--- src/sv/c2p_pkg.sv ---
// Shared constants, arctangent table and side-band type for the rectangular-to-polar converter
`timescale 1ns / 1ps

package c2p_pkg;

    // Default sizes
    localparam int DATA_WIDTH_DEF = 16;
    localparam int ITERATIONS_DEF = 16;

    // Datapath formats
    localparam int GUARD_BITS  = 8;
    localparam int TABLE_LEN   = 24;
    localparam int Z_W         = 25;
    localparam int ANGLE_W     = 16;
    localparam int ANGLE_LIMIT = 23040;

    // Gain correction: K = GAIN_K / 2^GAIN_SHIFT
    localparam int GAIN_K     = 636751;
    localparam int GAIN_SHIFT = 20;
    localparam int K_W        = 20;
    localparam int SPLIT_W    = 21;

    // atan(2^-i) in degrees, scaled by 2^16
    localparam logic signed [Z_W-1:0] ATAN_TABLE [TABLE_LEN] = '{
        25'sd2949120, 25'sd1740967, 25'sd919879, 25'sd466945,
        25'sd234379,  25'sd117304,  25'sd58666,  25'sd29335,
        25'sd14668,   25'sd7334,    25'sd3667,   25'sd1833,
        25'sd917,     25'sd458,     25'sd229,    25'sd115,
        25'sd57,      25'sd29,      25'sd14,     25'sd7,
        25'sd4,       25'sd2,       25'sd1,      25'sd0
    };

    // Special-case flags that travel with each item
    typedef struct packed {
        logic origin;
        logic vertical;
        logic y_neg;
    } c2p_side_t;

endpackage

--- src/sv/c2p_stage.sv ---
// One CORDIC vectoring micro-rotation with its pipeline register
`timescale 1ns / 1ps

module c2p_stage #(
    parameter int W   = 27,
    parameter int DW  = 16,
    parameter int IDX = 0
) (
    input  logic                          aclk,
    input  logic                          aresetn,
    input  logic                          en,
    input  logic                          in_valid,
    input  logic signed [W-1:0]           in_x,
    input  logic signed [W-1:0]           in_y,
    input  logic signed [c2p_pkg::Z_W-1:0] in_z,
    input  c2p_pkg::c2p_side_t            in_side,
    input  logic [DW-1:0]                 in_abs_y,
    output logic                          out_valid,
    output logic signed [W-1:0]           out_x,
    output logic signed [W-1:0]           out_y,
    output logic signed [c2p_pkg::Z_W-1:0] out_z,
    output c2p_pkg::c2p_side_t            out_side,
    output logic [DW-1:0]                 out_abs_y
);
    import c2p_pkg::*;

    logic signed [W-1:0]   xs;
    logic signed [W-1:0]   ys;
    logic signed [W-1:0]   x_next;
    logic signed [W-1:0]   y_next;
    logic signed [Z_W-1:0] z_next;
    logic                  valid_reg;
    logic signed [W-1:0]   x_reg;
    logic signed [W-1:0]   y_reg;
    logic signed [Z_W-1:0] z_reg;
    c2p_side_t             side_reg;
    logic [DW-1:0]         abs_y_reg;

    assign xs = in_x >>> IDX;
    assign ys = in_y >>> IDX;

    // Rotate towards the positive x axis, steering by the sign of y
    always_comb begin
        if (!in_y[W-1]) begin
            x_next = in_x + ys;
            y_next = in_y - xs;
            z_next = in_z + ATAN_TABLE[IDX];
        end else begin
            x_next = in_x - ys;
            y_next = in_y + xs;
            z_next = in_z - ATAN_TABLE[IDX];
        end
    end

    // Advance the valid bit
    always_ff @(posedge aclk) begin
        if (!aresetn) begin
            valid_reg <= 1'b0;
        end else if (en) begin
            valid_reg <= in_valid;
        end
    end

    // Advance the payload
    always_ff @(posedge aclk) begin
        if (en) begin
            x_reg     <= x_next;
            y_reg     <= y_next;
            z_reg     <= z_next;
            side_reg  <= in_side;
            abs_y_reg <= in_abs_y;
        end
    end

    assign out_valid = valid_reg;
    assign out_x     = x_reg;
    assign out_y     = y_reg;
    assign out_z     = z_reg;
    assign out_side  = side_reg;
    assign out_abs_y = abs_y_reg;

endmodule

--- config.mk ---
export PLATFORM = sky130hd
export DESIGN_NAME = c2p_stage
export DESIGN_NICKNAME = d
export VERILOG_FILES = /design/src/sv/c2p_pkg.sv /design/src/sv/c2p_stage.sv
export SDC_FILE = /design/constraint.sdc
export NUM_CORES = 1
export LEC_CHECK = 0
export BUFFER_PORTS_ARGS = -buffer_cell sky130_fd_sc_hd__buf_4
export CAP_MARGIN = 20
export CORE_MARGIN = 4
export CORE_UTILIZATION = 49
export DETAILED_ROUTE_END_ITERATION = 7
export PLACE_DENSITY = 0.78
export REMOVE_ABC_BUFFERS = 1
export SETUP_SLACK_MARGIN = 0.4
export SLEW_MARGIN = 20
export SYNTH_ARGS = -nofsm -noshare
export SYNTH_HDL_FRONTEND = slang
export SYNTH_SLANG_ARGS = --single-unit
--- constraint.sdc ---
create_clock -name aclk -period 3.1 [get_ports aclk]
set_clock_uncertainty 0.15 [all_clocks]
set_input_delay 0.62 -clock aclk [delete_from_list [all_inputs] [get_ports aclk]]
set_output_delay 0.62 -clock aclk [all_outputs]
set_load 0.01 [all_outputs]
==> reports/qor.yml <==
setup_path:
  cp.arrival_ns: 3.24
  critPathKind: "in -> reg"
  reg2reg_slack_ns: 2.34
  crit_required_ns: 3.11
  crit_chain: "buf_8, ha_4, fa_2, nor2b_4, o21ai_4, nand3_2, o31a_1, a311o_1, a221o_1, buf_4, a21oi_4, xor2_1"
  slowest_delay_ns: 0.40
  start_kind: "input port"
  endpoint_kind: "register"
  slowest_stage: "a221o_1"
  crit_path_max_fanout: 2
sta:
  worst_pin_slew_ns: 0.619
  rsz0062_at_grt: "true"
  post-route-period-util_pct: 104
  hold_viol: 0
  setup_ws_ns: -0.134
  slew_violations: 0
  fin_crit_ns: 3.23
  hold_ws_ns: 0.300
  max_freq_mhz: 309
  timing.setup.tns_ns: -0.439
  setup_viol: 6
  slew_headroom_pct: 58.8
synth:
  synthArstFlopShare_pct: 0
  synth_flop_cell: "edfxtp_1"
  synth.top_cell.area_share_pct: 38.9
  synth_top_family_by_area: "compound AO/OA/AOI/OAI gates"
  ys_top_cells_by_area: "edfxtp_1 39%, ha_1 14%, a21oi_1 6.2%"
  synth_edf_count: 97
  synth_simple_gate_area_share_pct: 10.3
  synth_fa_ha_area_share_pct: 15.3
  synth_area_per_cell_um2: 9.49
  synthDistinctLibCells: 62
  syn_area_um2: 7490
  synth_xor_area_share_pct: 6.78
  synthTopCellsByCount: "97 x edfxtp_1, 93 x a21oi_1, 85 x ha_1, 81 x inv_1, 61 x nor2_1"
  ys_seq_area_share_pct: 39.2
  synth_cells: 789
  ys.warnings.count: 0
  yosys-mux-area-fraction_pct: 1.34
  synth-compound-area-share_pct: 21.1
  synth.most_common_cell: "edfxtp_1"
  yosysTopAreaCell: "edfxtp_1"
  ys_ff_latch: 98
routing:
  wl_per_cell_um: 20.3
  drc: 0
  postRouteAntennaNets: 0
  vias_per_cell: 5.74
  drt-initial-drc-count: 798
  vias: 7841
  drt-pass1-iter-count: 5
  routed_wl_um: 27700
clock_network:
  clk_pin_slew_ns: 0.08
  root_buffer: "clkbuf_16"
  cts_buffers: 9
  cts_num_sinks: 98
  postCtsHoldBufs: 0
  clock_latency_ns: 0.34
  cts_max_level: 3
  clockBufferDepth: 2
  cts_tree: "done"
global_route:
  grt_pass1_wl_um: 39200
  grtUsageMet2_pct: 46.8
  grt_use_met3_pct: 4.97
  top_usage_layer: "met2"
  gr-total-overflow: 0
  grt_max_degree: 77
  antenna_found_initial: 1
  grt_usage_pct: 27.9
  grt_pass1_vias: 7252
  grt_use_met1_pct: 37.3
pwr:
  p_total_uw: 5010
  cellPowerDensity_nw_per_um2: 415
  p_leak_uw: 0.00538
  max-vdd-ir-drop_mv: 0.350
die:
  die_h_um: 132
  fp.dieW_um: 132
  start_util_pct: 50.7
  dieArea_um2: 17300
  core-area_um2: 14800
  rows: 44
  num_io_pins: 201
placed_design:
  io_buffer_count: 200
  pre_cts_slack_ns: -0.647
  dpl.hpwl_um: 19100
  gp_congestion: 0.981
layout:
  drive_above_1_share_pct: 48.6
  syn_to_final_growth_pct: 61.3
  fin_nets: 1366
hold_path:
  hold_path_class: "in -> reg"
status:
  violations: "setup timing"
  outcome: "complete, but fails checks"
flow_run:
  max_cap_violations: 0
==> worst paths after layout <==
kind / start / to / cells after the start
worst min-delay path: in_abs_y[15] / out_abs_y[15] / 1
worst max-delay path: in_x[0] / out_y[22] / 12
worst min register to register: out_valid / out_valid / 2
worst max register to register: out_valid / out_valid / 2
==> logic make-up after synthesis <==
kind of cell	after synthesis
AOI/OAI and AO/OA	252
and+or+nand+nor	165
buffers and inverters	117
DFF	98
adders and majority gates	89
xor gates and xnor gates	58
muxes	10
==> flip-flops by register name, indices dropped and copies added (netlist names) <==
| signal | count |
|---|---|
| out_z | 25 |
| out_y | 27 |
| out_abs_y | 16 |
| out_x | 26 |
| out_valid | 1 |
| out_side | 3 |
==> where the power goes <==
part / internal, µW / switching, µW
clock: 561 / 532
combinational: 1060 / 1100
sequential: 1690 / 61.4
total: 3310 / 1700
==> cells in the final DEF (no fill, tap or decap), drive strengths merged, types with 3 or more instances in the layout <==
master / netlist / layout
o21a: 4 / 4
clkinv: 2 / 5
a21o: 12 / 12
nor2b: 11 / 11
a31oi: 8 / 8
nor3: 14 / 14
nand4: 5 / 5
o31a: 5 / 5
a21boi: 3 / 3
a211oi: 8 / 8
a2111oi: 5 / 5
nand2b: 7 / 7
o21bai: 19 / 19
mux2i: 10 / 10
nand3b: 3 / 3
clkbuf: 17 / 9
or3: 4 / 4
nand3: 9 / 9
a221oi: 4 / 4
xor2: 11 / 11
buf: 14 / 406
a21oi: 93 / 93
o21ai: 62 / 62
o211ai: 3 / 3
nor2: 61 / 61
edfxtp: 97 / 97
o41ai: 4 / 4
inv: 84 / 87
ha: 85 / 85
o31ai: 7 / 7
xnor2: 47 / 47
fa: 4 / 4
nor4: 7 / 7
nand2: 35 / 35
==> final cells by class <==
type / count / area, µm²
multi-input combinational: 574 / 5040
fill: 878 / 2680
timing repair buffer: 406 / 3240
sequential: 98 / 2930
clock buffer: 9 / 225
clock inverter: 7 / 61.3
inverter: 86 / 333
tap: 184 / 230
antenna: 1 / 2.50
==> critical path: cells and delay by family <==
| family | cells | cell delay (ns) |
|---|---|---|
| AO/OA/AOI/OAI | 5 | 1.30 |
| XOR/XNOR | 1 | 0.23 |
| adder cells (fa/ha/maj) | 2 | 0.54 |
| buffers and inverters | 2 | 0.28 |
| AND/OR/NAND/NOR | 2 | 0.27 |
==> through the flow <==
stage                     utilization (%)  instance area [µm²]  std cells
after floorplan                         -                 7360        758
after global placement               70.3                10400       1309
after detailed placement             70.3                10400       1309
after CTS                            76.9                11300       1341
after global routing                 81.8                12100       1365
final                                81.8                12100       1365
==> what timing repair did <==
item / in CTS / in global routing
gates resized for setup: 129 / 123
pin swaps: 55 / 74
endpoints found under the setup margin: 34 / 36
setup buffers: 16 / 23
==> per-layer routing <==
layer  vias up  share of wire (%)  wire [µm]
met5         -                  0          0
met2       459                 49      13500
met4         0                3.0        825
li1       3581                  -          -
met3        73                9.0       2480
met1      3728                 39      10900
Power figures use the tool's default switching activity.
