--- config.mk ---
export PLATFORM = sky130hd
export DESIGN_NAME = c2p_outbuf
export DESIGN_NICKNAME = d
export VERILOG_FILES = /design/src/sv/c2p_pkg.sv /design/src/sv/c2p_outbuf.sv
export SDC_FILE = /design/constraint.sdc
export NUM_CORES = 1
export LEC_CHECK = 0
export ABC_AREA = 0
export CAP_MARGIN = 20
export CORE_MARGIN = 1.5
export CORE_UTILIZATION = 55
export CTS_CLUSTER_SIZE = 16
export DETAILED_ROUTE_END_ITERATION = 6
export DONT_BUFFER_PORTS = 1
export HOLD_SLACK_MARGIN = 0.08
export PLACE_DENSITY_LB_ADDON = 0.05
export SYNTH_ARGS = -nofsm -noshare
export SYNTH_HDL_FRONTEND = slang
export SYNTH_SLANG_ARGS = --single-unit
--- constraint.sdc ---
create_clock -name aclk -period 3.2 [get_ports aclk]
set_clock_uncertainty 0.05 [all_clocks]
set_input_delay 0.32 -clock aclk [delete_from_list [all_inputs] [get_ports aclk]]
set_output_delay 0.32 -clock aclk [all_outputs]
set_load 0.02 [all_outputs]
--- src/sv/c2p_pkg.sv ---
// Shared constants, arctangent table and side-band type for the rectangular-to-polar converter
`timescale 1ns / 1ps

package c2p_pkg;

    // Default sizes
    localparam int DATA_WIDTH_DEF = 16;
    localparam int ITERATIONS_DEF = 16;

    // Datapath formats
    localparam int GUARD_BITS  = 8;
    localparam int TABLE_LEN   = 24;
    localparam int Z_W         = 25;
    localparam int ANGLE_W     = 16;
    localparam int ANGLE_LIMIT = 23040;

    // Gain correction: K = GAIN_K / 2^GAIN_SHIFT
    localparam int GAIN_K     = 636751;
    localparam int GAIN_SHIFT = 20;
    localparam int K_W        = 20;
    localparam int SPLIT_W    = 21;

    // atan(2^-i) in degrees, scaled by 2^16
    localparam logic signed [Z_W-1:0] ATAN_TABLE [TABLE_LEN] = '{
        25'sd2949120, 25'sd1740967, 25'sd919879, 25'sd466945,
        25'sd234379,  25'sd117304,  25'sd58666,  25'sd29335,
        25'sd14668,   25'sd7334,    25'sd3667,   25'sd1833,
        25'sd917,     25'sd458,     25'sd229,    25'sd115,
        25'sd57,      25'sd29,      25'sd14,     25'sd7,
        25'sd4,       25'sd2,       25'sd1,      25'sd0
    };

    // Special-case flags that travel with each item
    typedef struct packed {
        logic origin;
        logic vertical;
        logic y_neg;
    } c2p_side_t;

endpackage

--- src/sv/c2p_outbuf.sv ---
// Output register with a one-entry skid stage that holds the pipeline on a stall
`timescale 1ns / 1ps

module c2p_outbuf #(
    parameter int DW = 16
) (
    input  logic                               aclk,
    input  logic                               aresetn,
    input  logic                               p_valid,
    input  logic [DW-1:0]                      p_magnitude,
    input  logic signed [c2p_pkg::ANGLE_W-1:0] p_angle,
    input  logic                               p_undef,
    output logic                               pipe_en,
    output logic                               m_valid,
    input  logic                               m_ready,
    output logic [DW-1:0]                      m_magnitude,
    output logic signed [c2p_pkg::ANGLE_W-1:0] m_angle_deg,
    output logic                               m_angle_undefined
);
    import c2p_pkg::*;

    logic                      m_valid_reg;
    logic                      skid_valid_reg;
    logic [DW-1:0]             mag_reg;
    logic signed [ANGLE_W-1:0] angle_reg;
    logic                      undef_reg;
    logic [DW-1:0]             skid_mag_reg;
    logic signed [ANGLE_W-1:0] skid_angle_reg;
    logic                      skid_undef_reg;
    logic                      out_free;

    // The pipeline moves only while the skid entry is empty
    assign pipe_en  = !skid_valid_reg;
    assign out_free = !m_valid_reg || m_ready;

    // Track output and skid occupancy
    always_ff @(posedge aclk) begin
        if (!aresetn) begin
            m_valid_reg    <= 1'b0;
            skid_valid_reg <= 1'b0;
        end else if (skid_valid_reg) begin
            if (m_ready) begin
                skid_valid_reg <= 1'b0;
            end
        end else if (p_valid) begin
            if (out_free) begin
                m_valid_reg <= 1'b1;
            end else begin
                skid_valid_reg <= 1'b1;
            end
        end else if (m_ready) begin
            m_valid_reg <= 1'b0;
        end
    end

    // Load the output from the skid entry first, else from the pipeline
    always_ff @(posedge aclk) begin
        if (skid_valid_reg && m_ready) begin
            mag_reg   <= skid_mag_reg;
            angle_reg <= skid_angle_reg;
            undef_reg <= skid_undef_reg;
        end else if (!skid_valid_reg && p_valid && out_free) begin
            mag_reg   <= p_magnitude;
            angle_reg <= p_angle;
            undef_reg <= p_undef;
        end
        if (!skid_valid_reg && p_valid && !out_free) begin
            skid_mag_reg   <= p_magnitude;
            skid_angle_reg <= p_angle;
            skid_undef_reg <= p_undef;
        end
    end

    assign m_valid           = m_valid_reg;
    assign m_magnitude       = mag_reg;
    assign m_angle_deg       = angle_reg;
    assign m_angle_undefined = undef_reg;

    // The skid entry only fills behind a held output
    a_skid_behind_out: assert property (@(posedge aclk) disable iff (!aresetn)
        skid_valid_reg |-> m_valid_reg)
        else $error("skid entry occupied while output register empty");

    a_skid_on_stall: assert property (@(posedge aclk) disable iff (!aresetn)
        $rose(skid_valid_reg) |-> $past(m_valid_reg && !m_ready && p_valid))
        else $error("skid entry filled without a stalled output");

endmodule

==> impl_summary.log <==
INFO  metric cts.sink_count = 68
INFO  metric rsz_0062_raised_after_global_routing = no
INFO  metric critPathBufInv = 0
INFO  metric finalMaxSlewViolations = 0
INFO  metric cts_max_path_buffers = 2
INFO  metric timing.hold.worst.class = in -> reg
INFO  metric irDropWorstVdd = ~0.37 mV
INFO  metric final_hold_viol_count = 0
INFO  metric critical_path.cell_chain = nand2_4 > mux2_4
INFO  metric leakagePower = roughly 1.2 nW
INFO  metric via_count_of_the_first_global_routing_pass = between 1,000 and 1,500
INFO  metric drt-vias-per-instance = roughly 5.5
INFO  metric num_antenna_cells = 0
INFO  metric syn_avg_cell_area = approximately 23 um2
INFO  metric routed_wire_length_per_instance = between 15 and 20 um
INFO  metric wirelength = approximately 4.3 mm
INFO  metric cts_root_buf = sky130_fd_sc_hd__clkbuf_8
INFO  metric critPathCaptureType = flip-flop
INFO  metric hold_crit_depth = 2
INFO  metric final.min_clock_period = 1.648 ns
INFO  metric fp-row-count = 24
INFO  metric firstDrtPassIters = 4
INFO  metric dp_slack = around 1.5 ns
INFO  metric worst_slack = 1.552 ns
INFO  metric worst_skew_pair_latency = roughly 0.33 ns
INFO  metric pwr-share-comb = between 5 and 6%
INFO  metric worst-path-max-fanout = 33
INFO  metric cp_top_family = flip-flops
INFO  metric setup.worst_path.end = m_angle_deg[10]
INFO  metric standard_cell_area_after_detailed_placement = between 0.002 and 0.003 mm2
INFO  metric power = 2.024 mW
INFO  metric number_of_cell_instances_on_the_worst_register_to_register_path = 2
INFO  metric fmax = roughly 0.6 GHz
INFO  metric number_of_synthesized_flops_with_an_enable_pin = 66
INFO  metric power_report.internal_total = around 1.6 mW
INFO  metric syn-num-nets = about 150
INFO  metric synthesis.yosys.warnings = 0
INFO  metric floorplan.die.width = just over 70 um
INFO  metric power_switching = approximately 410 uW
INFO  metric setup-tns-final = 0 ns
INFO  metric place_hpwl = between 2 and 2.5 mm
INFO  metric synth_flop_cell = sky130_fd_sc_hd__edfxtp_1
INFO  metric critical_path_arrival = ~1.7 ns
INFO  metric reg2reg_to = m_angle_deg[10]
INFO  metric detail_route.drc_violations = 0
INFO  metric finalWeightedCongestion = roughly 0.70
INFO  metric post_synth_design_cell_area = around 0.0026 mm2
INFO  metric synth.lib_cells_used.distinct = 16
INFO  metric clock_power_share = 41.0%
INFO  metric clock_pin_slew_worst_setup_and_hold_paths = about 0.070 ns
INFO  metric io_pins = slightly above 70
INFO  metric placedCellCount = between 150 and 200
INFO  metric postSynthRegisterBits = between 60 and 70
INFO  metric r2r_start = skid_valid_reg
INFO  metric proportion_of_power_drawn_by_flip_flops_and_latches = 53.8%
INFO  metric cp.required = between 3 and 4 ns
INFO  metric status = finished, final reports clean
INFO  metric timing.critical_path.slowest_stage_cell = sky130_fd_sc_hd__dfxtp_1
INFO  metric period_share = between 50% and 60%
INFO  metric num-nets-final = roughly 200
INFO  metric postSynthCellCount = between 100 and 150
INFO  metric die_y = slightly above 70 um
INFO  metric timing.critical_path.from = skid_valid_reg
INFO  metric tritoncts = built
INFO  metric io_buffers = 0
INFO  metric power_density = about 620 mW/mm2
INFO  metric element_type_at_the_critical_path_start = flip-flop
INFO  metric crit_type = reg -> reg
INFO  metric worst-slew-pin-transition = between 0.6 and 0.7 ns
INFO  metric start_util = between 50% and 60%
INFO  metric power.switching_fraction = around a fifth
INFO  metric grt_pass1_wl = 6.810 mm
INFO  metric area_overhead_vs_synth = 24.39%
INFO  metric total_vias_in_the_final_route = between 1,000 and 1,500
INFO  metric final_design_area_no_fill = 0.003248 mm2
INFO  metric initialDrtViolationCount = roughly 90
INFO  metric max_cap_violations = 0
INFO  metric timing.final.setup_violations = 0
INFO  metric grt_overflow = 0
INFO  metric groute.usage.overall = a little under a fifth
INFO  metric max-slew-margin-rel = 59.04%
INFO  metric async_s_r_ff_share_synth = 0%
INFO  metric r2r_setup_slk = around 1.6 ns
INFO  metric core_area = around 0.0045 mm2
INFO  metric grt_max_degree = 34
INFO  metric synth_seq_area_share = slightly below 80%
INFO  metric drt.antenna.violating_nets = 0
INFO  metric cts_inserted_buffers = 9
INFO  metric grt_antenna_before_repair = 0
INFO  metric count_of_buffers_added_by_post_cts_timing_repair_for_setup = 0
INFO  metric final-instance-count-excl-fill = 217
INFO  metric h_tree_depth_reported_by_cts = 3
INFO  metric critical_path_cell_count = 2
INFO  metric drive_gt1_share = between 30% and 40%
INFO  metric worst_path_largest_cell_delay = 0.50 ns
INFO  metric die-area = 0.005170 mm2
==> per-stage QoR <==
step | hold WS [ns] | utilization (%)
floorplan | 0.3689 | -
global placement | 0.3690 | 59.65
detailed placement | 0.3689 | 59.65
CTS | 0.08537 | 72.60
global route | 0.1076 | 72.60
finish | 0.1038 | 72.60
==> cells in the final DEF (no fill, tap or decap), types with 2 or more instances in the layout <==
master,instances
sky130_fd_sc_hd__mux2_4,30
sky130_fd_sc_hd__dlygate4sd3_1,34
sky130_fd_sc_hd__buf_4,2
sky130_fd_sc_hd__dfxtp_1,2
sky130_fd_sc_hd__bufinv_16,3
sky130_fd_sc_hd__mux2_2,3
sky130_fd_sc_hd__edfxtp_1,66
sky130_fd_sc_hd__clkbuf_8,9
sky130_fd_sc_hd__nand2_1,2
sky130_fd_sc_hd__clkinv_2,2
sky130_fd_sc_hd__clkinvlp_4,2
==> cell type report <==
class                   count  area, um2
clock buffers               9      123.9
clock inverters             7      115.1
fillers                   291       1226
inverters                   1      3.754
multi-input cells          44      563.0
flip-flops and latches     68       2022
well taps                  52      65.06
repair buffers             36      355.3
==> repair_timing <==
item | CTS | global route
hold buffers | 34 | 0
endpoints found under the hold margin | 35 | 0
gates resized for setup | 0 | 0
==> cells by family after synthesis <==
group,synth area share [%]
muxes,18.54
DFF,77.43
buffers and inverters,1.437
AOI/OAI and AO/OA,0.7184
and+or+nand+nor,1.869
==> power by group through the flow <==
stage | registers (mW) | logic, mW | clock network, mW
floorplan | 1.10 | 0.0588 | 0
global placement | 1.11 | 0.0674 | 0
detailed placement | 1.11 | 0.0710 | 0
CTS | 1.09 | 0.105 | 0.846
global route | 1.09 | 0.113 | 0.882
finish | 1.09 | 0.105 | 0.830
==> synthesized netlist by cell type, types with 2 or more instances <==
cell,instances,area share (%)
sky130_fd_sc_hd__buf_6,3,1.3
sky130_fd_sc_hd__dfxtp_1,2,1.5
sky130_fd_sc_hd__edfxtp_1,66,76
sky130_fd_sc_hd__mux2_2,3,1.3
sky130_fd_sc_hd__mux2_4,30,17
sky130_fd_sc_hd__nand2_1,2,0.29
==> worst reg2reg max path, cell delays in order (launching register included) <==
cell and delay, ns:
sky130_fd_sc_hd__dfxtp_1 0.50, sky130_fd_sc_hd__nand2_4 0.40, sky130_fd_sc_hd__mux2_4 0.45
==> per-layer routing <==
layer	part of all wire, %	GRT usage (%)	vias up	wire length, um
li1	-	-	541	-
met1	37	21.09	599	1601
met2	53	31.17	52	2307
met3	7.7	7.222	6	332
met4	2.0	10.69	0	85
met5	0	0	-	0
==> worst min-delay path by stage <==
stage                startpoint            endpoint  slack [ns]
detailed placement   p_angle[5]   skid_angle_reg[5]        0.37
global route            m_ready      skid_valid_reg        0.11
floorplan            p_angle[0]   skid_angle_reg[0]        0.37
global placement    p_angle[12]  skid_angle_reg[12]        0.37
CTS                     m_ready      skid_valid_reg        0.09
finish                  m_ready      skid_valid_reg        0.10
(Power assumes the default switching activity.)
