==> src/sv/c2p_pkg.sv <==
// Shared constants, arctangent table and side-band type for the rectangular-to-polar converter
`timescale 1ns / 1ps

package c2p_pkg;

    // Default sizes
    localparam int DATA_WIDTH_DEF = 16;
    localparam int ITERATIONS_DEF = 16;

    // Datapath formats
    localparam int GUARD_BITS  = 8;
    localparam int TABLE_LEN   = 24;
    localparam int Z_W         = 25;
    localparam int ANGLE_W     = 16;
    localparam int ANGLE_LIMIT = 23040;

    // Gain correction: K = GAIN_K / 2^GAIN_SHIFT
    localparam int GAIN_K     = 636751;
    localparam int GAIN_SHIFT = 20;
    localparam int K_W        = 20;
    localparam int SPLIT_W    = 21;

    // atan(2^-i) in degrees, scaled by 2^16
    localparam logic signed [Z_W-1:0] ATAN_TABLE [TABLE_LEN] = '{
        25'sd2949120, 25'sd1740967, 25'sd919879, 25'sd466945,
        25'sd234379,  25'sd117304,  25'sd58666,  25'sd29335,
        25'sd14668,   25'sd7334,    25'sd3667,   25'sd1833,
        25'sd917,     25'sd458,     25'sd229,    25'sd115,
        25'sd57,      25'sd29,      25'sd14,     25'sd7,
        25'sd4,       25'sd2,       25'sd1,      25'sd0
    };

    // Special-case flags that travel with each item
    typedef struct packed {
        logic origin;
        logic vertical;
        logic y_neg;
    } c2p_side_t;

endpackage

==> src/sv/c2p_gain.sv <==
// Gain correction, rounding, clamping and special-case selection over two stages
`timescale 1ns / 1ps

module c2p_gain #(
    parameter int W  = 27,
    parameter int DW = 16
) (
    input  logic                            aclk,
    input  logic                            aresetn,
    input  logic                            en,
    input  logic                            in_valid,
    input  logic signed [W-1:0]             in_x,
    input  logic signed [c2p_pkg::Z_W-1:0]  in_z,
    input  c2p_pkg::c2p_side_t              in_side,
    input  logic [DW-1:0]                   in_abs_y,
    output logic                            out_valid,
    output logic [DW-1:0]                   out_magnitude,
    output logic signed [c2p_pkg::ANGLE_W-1:0] out_angle,
    output logic                            out_undef
);
    import c2p_pkg::*;

    localparam int XPAD_W    = 2 * SPLIT_W;
    localparam int PROD_W    = SPLIT_W + K_W;
    localparam int SUM_W     = XPAD_W + K_W + 1;
    localparam int RND_SHIFT = GAIN_SHIFT + GUARD_BITS;
    localparam int MAGW_W    = SUM_W - RND_SHIFT;
    localparam int ZS_W      = Z_W + 1;

    localparam logic [PROD_W-1:0]      GAIN_C  = PROD_W'(GAIN_K);
    localparam logic [SUM_W-1:0]       ROUND_C = SUM_W'(64'd1 << (RND_SHIFT - 1));
    localparam logic signed [ZS_W-1:0] LIM_P   = ZS_W'(ANGLE_LIMIT);
    localparam logic signed [ZS_W-1:0] LIM_N   = -LIM_P;
    localparam logic signed [ZS_W-1:0] ZRND    = ZS_W'(128);

    logic [XPAD_W-1:0]           xu;
    logic [PROD_W-1:0]           prod_lo_next;
    logic [PROD_W-1:0]           prod_hi_next;
    logic signed [ZS_W-1:0]      za;
    logic signed [ZS_W-1:0]      zs;
    logic signed [ANGLE_W-1:0]   angle_next;

    logic                        valid_a_reg;
    logic [PROD_W-1:0]           prod_lo_reg;
    logic [PROD_W-1:0]           prod_hi_reg;
    logic signed [ANGLE_W-1:0]   angle_a_reg;
    c2p_side_t                   side_a_reg;
    logic [DW-1:0]               abs_y_a_reg;

    logic [SUM_W-1:0]            sum;
    logic [MAGW_W-1:0]           mag_w;
    logic [DW-1:0]               mag_next;

    logic                        valid_b_reg;
    logic [DW-1:0]               mag_reg;
    logic signed [ANGLE_W-1:0]   angle_b_reg;
    logic                        undef_reg;

    // Stage A: clamp x at zero, split it into two halves and multiply each by K
    always_comb begin
        xu           = in_x[W-1] ? '0 : XPAD_W'(in_x[W-2:0]);
        prod_lo_next = PROD_W'(xu[SPLIT_W-1:0]) * GAIN_C;
        prod_hi_next = PROD_W'(xu[XPAD_W-1:SPLIT_W]) * GAIN_C;
    end

    // Stage A: round the angle to Q8.8, clamp and apply the axis cases
    always_comb begin
        za = ZS_W'(in_z) + ZRND;
        zs = za >>> 8;
        if (in_side.origin) begin
            angle_next = '0;
        end else if (in_side.vertical) begin
            angle_next = in_side.y_neg ? ANGLE_W'(LIM_N) : ANGLE_W'(LIM_P);
        end else if (zs > LIM_P) begin
            angle_next = ANGLE_W'(LIM_P);
        end else if (zs < LIM_N) begin
            angle_next = ANGLE_W'(LIM_N);
        end else begin
            angle_next = ANGLE_W'(zs);
        end
    end

    // Stage B: join the partial products, round and saturate the magnitude
    always_comb begin
        sum   = (SUM_W'(prod_hi_reg) << SPLIT_W) + SUM_W'(prod_lo_reg) + ROUND_C;
        mag_w = sum[SUM_W-1:RND_SHIFT];
        if (side_a_reg.origin) begin
            mag_next = '0;
        end else if (side_a_reg.vertical) begin
            mag_next = abs_y_a_reg;
        end else if (mag_w[MAGW_W-1:DW] != '0) begin
            mag_next = '1;
        end else begin
            mag_next = mag_w[DW-1:0];
        end
    end

    // Advance the valid bits
    always_ff @(posedge aclk) begin
        if (!aresetn) begin
            valid_a_reg <= 1'b0;
            valid_b_reg <= 1'b0;
        end else if (en) begin
            valid_a_reg <= in_valid;
            valid_b_reg <= valid_a_reg;
        end
    end

    // Advance the payload
    always_ff @(posedge aclk) begin
        if (en) begin
            prod_lo_reg <= prod_lo_next;
            prod_hi_reg <= prod_hi_next;
            angle_a_reg <= angle_next;
            side_a_reg  <= in_side;
            abs_y_a_reg <= in_abs_y;
            mag_reg     <= mag_next;
            angle_b_reg <= angle_a_reg;
            undef_reg   <= side_a_reg.origin;
        end
    end

    assign out_valid     = valid_b_reg;
    assign out_magnitude = mag_reg;
    assign out_angle     = angle_b_reg;
    assign out_undef     = undef_reg;

endmodule

==> config.mk <==
export PLATFORM = sky130hd
export DESIGN_NAME = c2p_gain
export DESIGN_NICKNAME = d
export VERILOG_FILES = /design/src/sv/c2p_pkg.sv /design/src/sv/c2p_gain.sv
export SDC_FILE = /design/constraint.sdc
export NUM_CORES = 1
export LEC_CHECK = 0
export BUFFER_PORTS_ARGS = -buffer_cell sky130_fd_sc_hd__buf_4
export CAP_MARGIN = 40
export CORE_MARGIN = 1.5
export CORE_UTILIZATION = 60
export DETAILED_ROUTE_END_ITERATION = 16
export PLACE_DENSITY_LB_ADDON = 0.25
export SYNTH_ARGS = -nofsm -noshare
export SYNTH_HDL_FRONTEND = slang
export SYNTH_SLANG_ARGS = --single-unit
==> constraint.sdc <==
create_clock -name aclk -period 17.35 [get_ports aclk]
set_input_delay 1.735 -clock aclk [delete_from_list [all_inputs] [get_ports aclk]]
set_output_delay 1.735 -clock aclk [all_outputs]
set_load 0.03 [all_outputs]
==> results of run 1 <==
-- power by group --
part | switching, uW | internal, uW
logic | 1090 | 797
clock network | 122 | 255
registers | 19.0 | 418
total | 1230 | 1470
-- worst paths after layout --
path	startpoint	end	slack, ps	depth (start not counted)
max reg2reg	prod_lo_reg[28]	out_magnitude[9]	13420	11
max	in_x[26]	prod_lo_reg[36]	7980	23
min	angle_a_reg[8]	out_angle[8]	420	0
min reg2reg	angle_a_reg[8]	out_angle[8]	420	0
-- through the flow --
step           utilization, %  total power [uW]  instance area, sq um  std cells  hold slack (ps)
3_5_place_dp             65.8              2280                 16700       1907              405
4_1_cts                  68.3              2690                 17300       1938              418
6_report                 68.3              2700                 17300       1939              418
3_3_place_gp             65.7              2230                 16700       1906              401
5_1_grt                  68.3              2970                 17300       1939              423
2_1_floorplan               -              1820                 15600       1492              400
-- layout make-up --
type	instances	area (sq um)	area share, %
clock buffer	23	488	2.82
clock inverter	8	150	0.868
inverter	395	1480	8.57
multi-input combinational	963	10600	61.1
sequential	114	3400	19.7
tap	330	413	2.39
timing repair buffer	106	793	4.58
-- worst max-delay path, cell delays in order --
cell and delay, ps:
buf_4 330, nand2b_1 390, inv_1 270, fa_1 590
inv_1 60, fa_1 400, fa_1 500, inv_1 60
fa_1 470, fa_1 560, fa_1 550, inv_1 50
fa_1 500, inv_1 50, ha_1 300, and2_1 170
a221o_1 350, nor4b_1 330, o21bai_1 280, o2111ai_1 620
a21boi_0 260, or4b_1 570, o311ai_0 130
-- kinds of logic after synthesis --
| kind of cell | Yosys count | share of synthesized area [%] |
|---|---|---|
| buffers and inverters | 415 | 10.2 |
| DFF | 114 | 21.9 |
| adders and majority gates | 469 | 47.4 |
| xor gates and xnor gates | 76 | 4.28 |
| muxes | 5 | 0.330 |
| AOI/OAI and AO/OA | 205 | 8.77 |
| and+or+nand+nor | 208 | 7.15 |
-- layout by cell type, fill, tap and decap left out, drive strengths merged, types with 15 or more instances in the layout --
master	Yosys	routed
a21o	23	23
a21oi	69	69
and2	16	16
buf	8	105
clkbuf	12	24
edfxtp	112	112
fa	201	201
ha	268	268
inv	395	395
nand2	28	28
nand2b	24	24
nand3	15	15
nor2	56	56
nor2b	22	22
o21ai	26	26
xnor2	50	50
xor2	26	26
-- metal layers --
metal  GRT usage, %  wire length, microns  part of all wire, %  vias to the layer above
li1               -                     -                    -                     5070
met1           34.3                 14700                   45                     5067
met2           42.6                 15600                   48                      244
met3           5.71                  2010                  6.2                       26
met4           4.79                   313                 0.96                        0
met5              0                     0                    0                        -
==> qor.txt, run 1 <==
CTS Hold Bufs = 0
H-tree Lvls = 4
Worst Slack Setup Final = 7980 ps
Number of placement rows = 58
DR vias = 10400
Post-synth top area cell = fa_1
Largest net degree at the start of global routing = 65
Share of cells above drive strength 1 = 9.76%
CTS root buf = clkbuf_16
Kind of critical path = primary input to flop
Die X-Extent = 164 microns
Yosys warning count = 0
Core area = 0.0253 sq mm
Power density over the cells = 156 mW/mm^2
Maximum root-to-sink buffer count = 2
Synth cell types = 66
Largest register FFs = 25
CTS tree = done
Hold Fails Final Rpt = 0
Clk slew on worst S/H paths = 50 ps
Seq/Total Area, Yosys = 21.9%
Post-synth top flop = edfxtp_1
Number of max-cap violations = 0
Mapped Cells = 1492
Post-synth top area share = 25.9%
DR vias/cell = 5.37
Area Growth Syn to Fin = 11.2%
Ports = 109
DIE AREA = 0.0269 sq mm
Post-synth EDFFs = 112
Max_slew headroom = 45.0%
# DRC = 0
DRT antenna net count = 0
Fin nets = 2141
Unrepaired setup endpoints after global routing = false
First drt pass iteration count = 4
Fin crit share = 54.0%
Status = finished clean
Post-synth top cells = inv_1, ha_1, fa_1, edfxtp_1, a21oi_1
Cell area after synthesis = 0.0156 sq mm
Drt first-iter violations = 480
Wirelength per Cell = 16.8 microns
Worst VDD drop = 0.194 mV
Synth area leaders = fa_1, edfxtp_1, ha_1
Mean Syn Cell Area = 10.4 sq um
Leakage = 0.00894 uW
Routed WL = 32600 microns
Worst-margin pin slew = 825 ps
Critical Path Source Type = primary input
Setup TNS = 0 ps
Initial Utilization = 61.5%
Post_cts resized = 0
CP arrival = 9570 ps
HPWL Detailed = 27300 microns
Slew Limit Fails = 0
Period minus WS final = 9370 ps
Clock Sinks = 114
GRT overflow = 0
Final setup fails = 0
Overall Global Routing Usage = 25.5%
Flops & latches, synth = 114
Post-synth net total = 2036
Worst slack at placement = 7630 ps
Die H = 164 microns
Worst-skew pair later-pin latency = 410 ps
FMAX = 0.107 GHz
Initial antenna violation count = 0
Worst Path Max Fanout = 37
Vias in the first global route = 10700
GP Congestion = 0.972
Kind of end point of the critical path = flop
First-pass GRT wire length = 52700 microns
Most numerous cell in the Yosys netlist = inv_1
Worst EP required = 17540 ps
Fill cell count = 1915
Hold crit path type = flop to flop
Inserted Clock Buffers = 17
Setup Fix Bufs, Post-CTS = 0
Setup Skew = 6.11 ps
Ys async rst share = 0%
Diode count = 0
IO Port Bufs = 101
Note: power is estimated with default switching activity, not from simulation.
==> run 2, diff against run 1 <==
- clock period: 17.35 -> 9.81 ns (I/O delays scaled with it)
==> qor.txt, run 2 (synthesis gave the netlist of run 1 again) <==
CTS Hold Bufs = 0 (unchanged)
Setup Fix Bufs, Post-CTS = 0 (unchanged)
Unrepaired setup endpoints after global routing = false (unchanged)
Commonest non-fill, non-tap cell in the layout = inv_1 (unchanged)
Post_cts resized = 0 (unchanged)
Status = finished clean (unchanged)
DR vias/cell = 5.41 (was 5.37)
First-pass GRT wire length = 52900 microns (was 52700 microns)
HPWL Detailed = 27400 microns (was 27300 microns)
Overall Global Routing Usage = 25.6% (was 25.5%)
Hold Fails Final Rpt = 0 (unchanged)
Inserted Clock Buffers = 17 (unchanged)
Final non-filler cell area = 0.0173 sq mm (about the same)
DR vias = 10500 (was 10400)
Worst VDD drop = 0.356 mV (was 0.194 mV)
Power density over the cells = 273 mW/mm^2 (was 156 mW/mm^2)
DIE AREA = 0.0269 sq mm (unchanged)
Setup TNS = 0 ps (unchanged)
Initial antenna violation count = 0 (unchanged)
DRT antenna net count = 0 (unchanged)
FMAX = 0.116 GHz
Fin cells = 1947 (was 1939)
Commonest cells after routing, fill and taps aside = inv_1, ha_1, fa_1 (unchanged)
Drt first-iter violations = 565 (was 480)
Maximum root-to-sink buffer count = 2 (unchanged)
Ports = 109 (unchanged)
Fin crit share = 87.9%
Die X-Extent = 164 microns (unchanged)
Leakage = 0.00895 uW (was 0.00894 uW)
Clk slew on worst S/H paths = 60 ps (was 50 ps)
GRT overflow = 0 (unchanged)
Detailed route wirelength on metal2 = 15100 microns (was 15600 microns)
Number of max-cap violations = 0 (unchanged)
First drt pass iteration count = 5 (was 4)
H-tree Lvls = 4 (unchanged)
Clock Sinks = 114 (unchanged)
Initial Utilization = 61.5% (unchanged)
Critical Path Source Type = primary input (unchanged)
Worst-skew pair later-pin latency = 420 ps (was 410 ps)
Routed WL = 32300 microns (was 32600 microns)
Kind of end point of the critical path = flop (unchanged)
Area Growth Syn to Fin = 11.3% (was 11.2%)
Placed cell areas = 0.0167 sq mm (about the same)
CP arrival = 8840 ps (was 9570 ps)
Worst-margin pin slew = 798 ps (was 825 ps)
Largest net degree at the start of global routing = 56 (was 65)
CTS root buf = clkbuf_16 (unchanged)
Fin nets = 2148 (was 2141)
Final setup fails = 0 (unchanged)
Vias in the first global route = 10800 (was 10700)
Fill cell count = 1927 (was 1915)
Wirelength per Cell = 16.6 microns (was 16.8 microns)
GP Congestion = 0.974 (was 0.972)
Metal3 WL = 1980 microns (was 2010 microns)
Worst Path Max Fanout = 37 (unchanged)
Core area = 0.0253 sq mm (unchanged)
Hold crit path type = flop to flop (unchanged)
IO Port Bufs = 101 (unchanged)
Share of cells above drive strength 1 = 10.2% (was 9.76%)
Largest register FFs = 25 (unchanged)
Metal-1 WL = 14700 microns (about the same)
Slew Limit Fails = 0 (unchanged)
Top Metal Used = met4 (unchanged)
Max_slew headroom = 46.6% (was 45.0%)
Hold Worst Slack = 413 ps (was 418 ps)
Number of placement rows = 58 (unchanged)
Period minus WS final = 8620 ps
# DRC = 0 (unchanged)
Kind of critical path = primary input to flop (unchanged)
Cells after DPL = 1914 (was 1907)
CTS tree = done (unchanged)
Setup Skew = 6.91 ps (was 6.11 ps)
Diode count = 0 (unchanged)
Worst EP required = 10030 ps (was 17540 ps)
Die H = 164 microns (unchanged)
-- run 2: changes by cell type in the layout (fill, tap and decap cells not counted), sizes merged --
cell,previous run,this run
buf,105,112
clkinvlp,1,5
clkbuf,24,21
bufinv,4,2
inv,395,397
-- run 2: final timing paths --
check	start	to	slack [ps]	cells after the start
max	in_x[26]	prod_lo_reg[40]	1190	23
min reg2reg	angle_a_reg[6]	out_angle[6]	410	0
max reg2reg	prod_lo_reg[28]	out_magnitude[9]	6020	11
min	angle_a_reg[6]	out_angle[6]	410	0
-- run 2: metal layers --
| layer | up-vias | global-route usage, % |
|---|---|---|
| li1 | 5089 | - |
| met1 | 5173 | 35.0 |
| met2 | 241 | 41.1 |
| met3 | 38 | 5.98 |
| met4 | 0 | 6.94 |
| met5 | - | 0 |
-- run 2: area by class of cell --
class | count | area, sq um | area share, %
clock inverter | 12 | 134 | 0.773
clock buffer | 20 | 447 | 2.58
multi-input combinational | 963 | 10600 | 61.1
inverter | 395 | 1480 | 8.56
tap | 330 | 413 | 2.38
timing repair buffer | 113 | 866 | 5.00
sequential | 114 | 3400 | 19.7
-- run 2: where the power goes --
group          leakage [uW]  internal (uW)  switching [uW]
registers           0.00111            739            33.5
logic               0.00756           1420            1930
clock network      0.000269            381             226
total               0.00895           2540            2180
-- run 2: critical path, cell delays in order --
cell and delay, ps:
buf_4 340, nand2b_1 380, inv_1 260, fa_1 580, inv_1 60, fa_1 490
fa_1 510, inv_1 50, fa_1 480, fa_1 460, fa_1 520, inv_1 60
fa_1 510, inv_1 40, ha_1 300, and2_1 190, a221o_1 370, nor4b_1 390
o21bai_1 270, o2111ai_1 620, a31oi_1 280, o311a_1 400, a311oi_1 290
-- run 2: metrics by stage --
| step | power, uW | util, % | setup WS [ps] |
|---|---|---|---|
| detailed placement | 4040 | 66.1 | 888 |
| global placement | 3930 | 66.0 | 1070 |
| CTS | 4700 | 68.4 | 1280 |
| finish | 4720 | 68.4 | 1190 |
| global route | 5220 | 68.4 | 967 |
| floorplan | 3220 | - | 1810 |
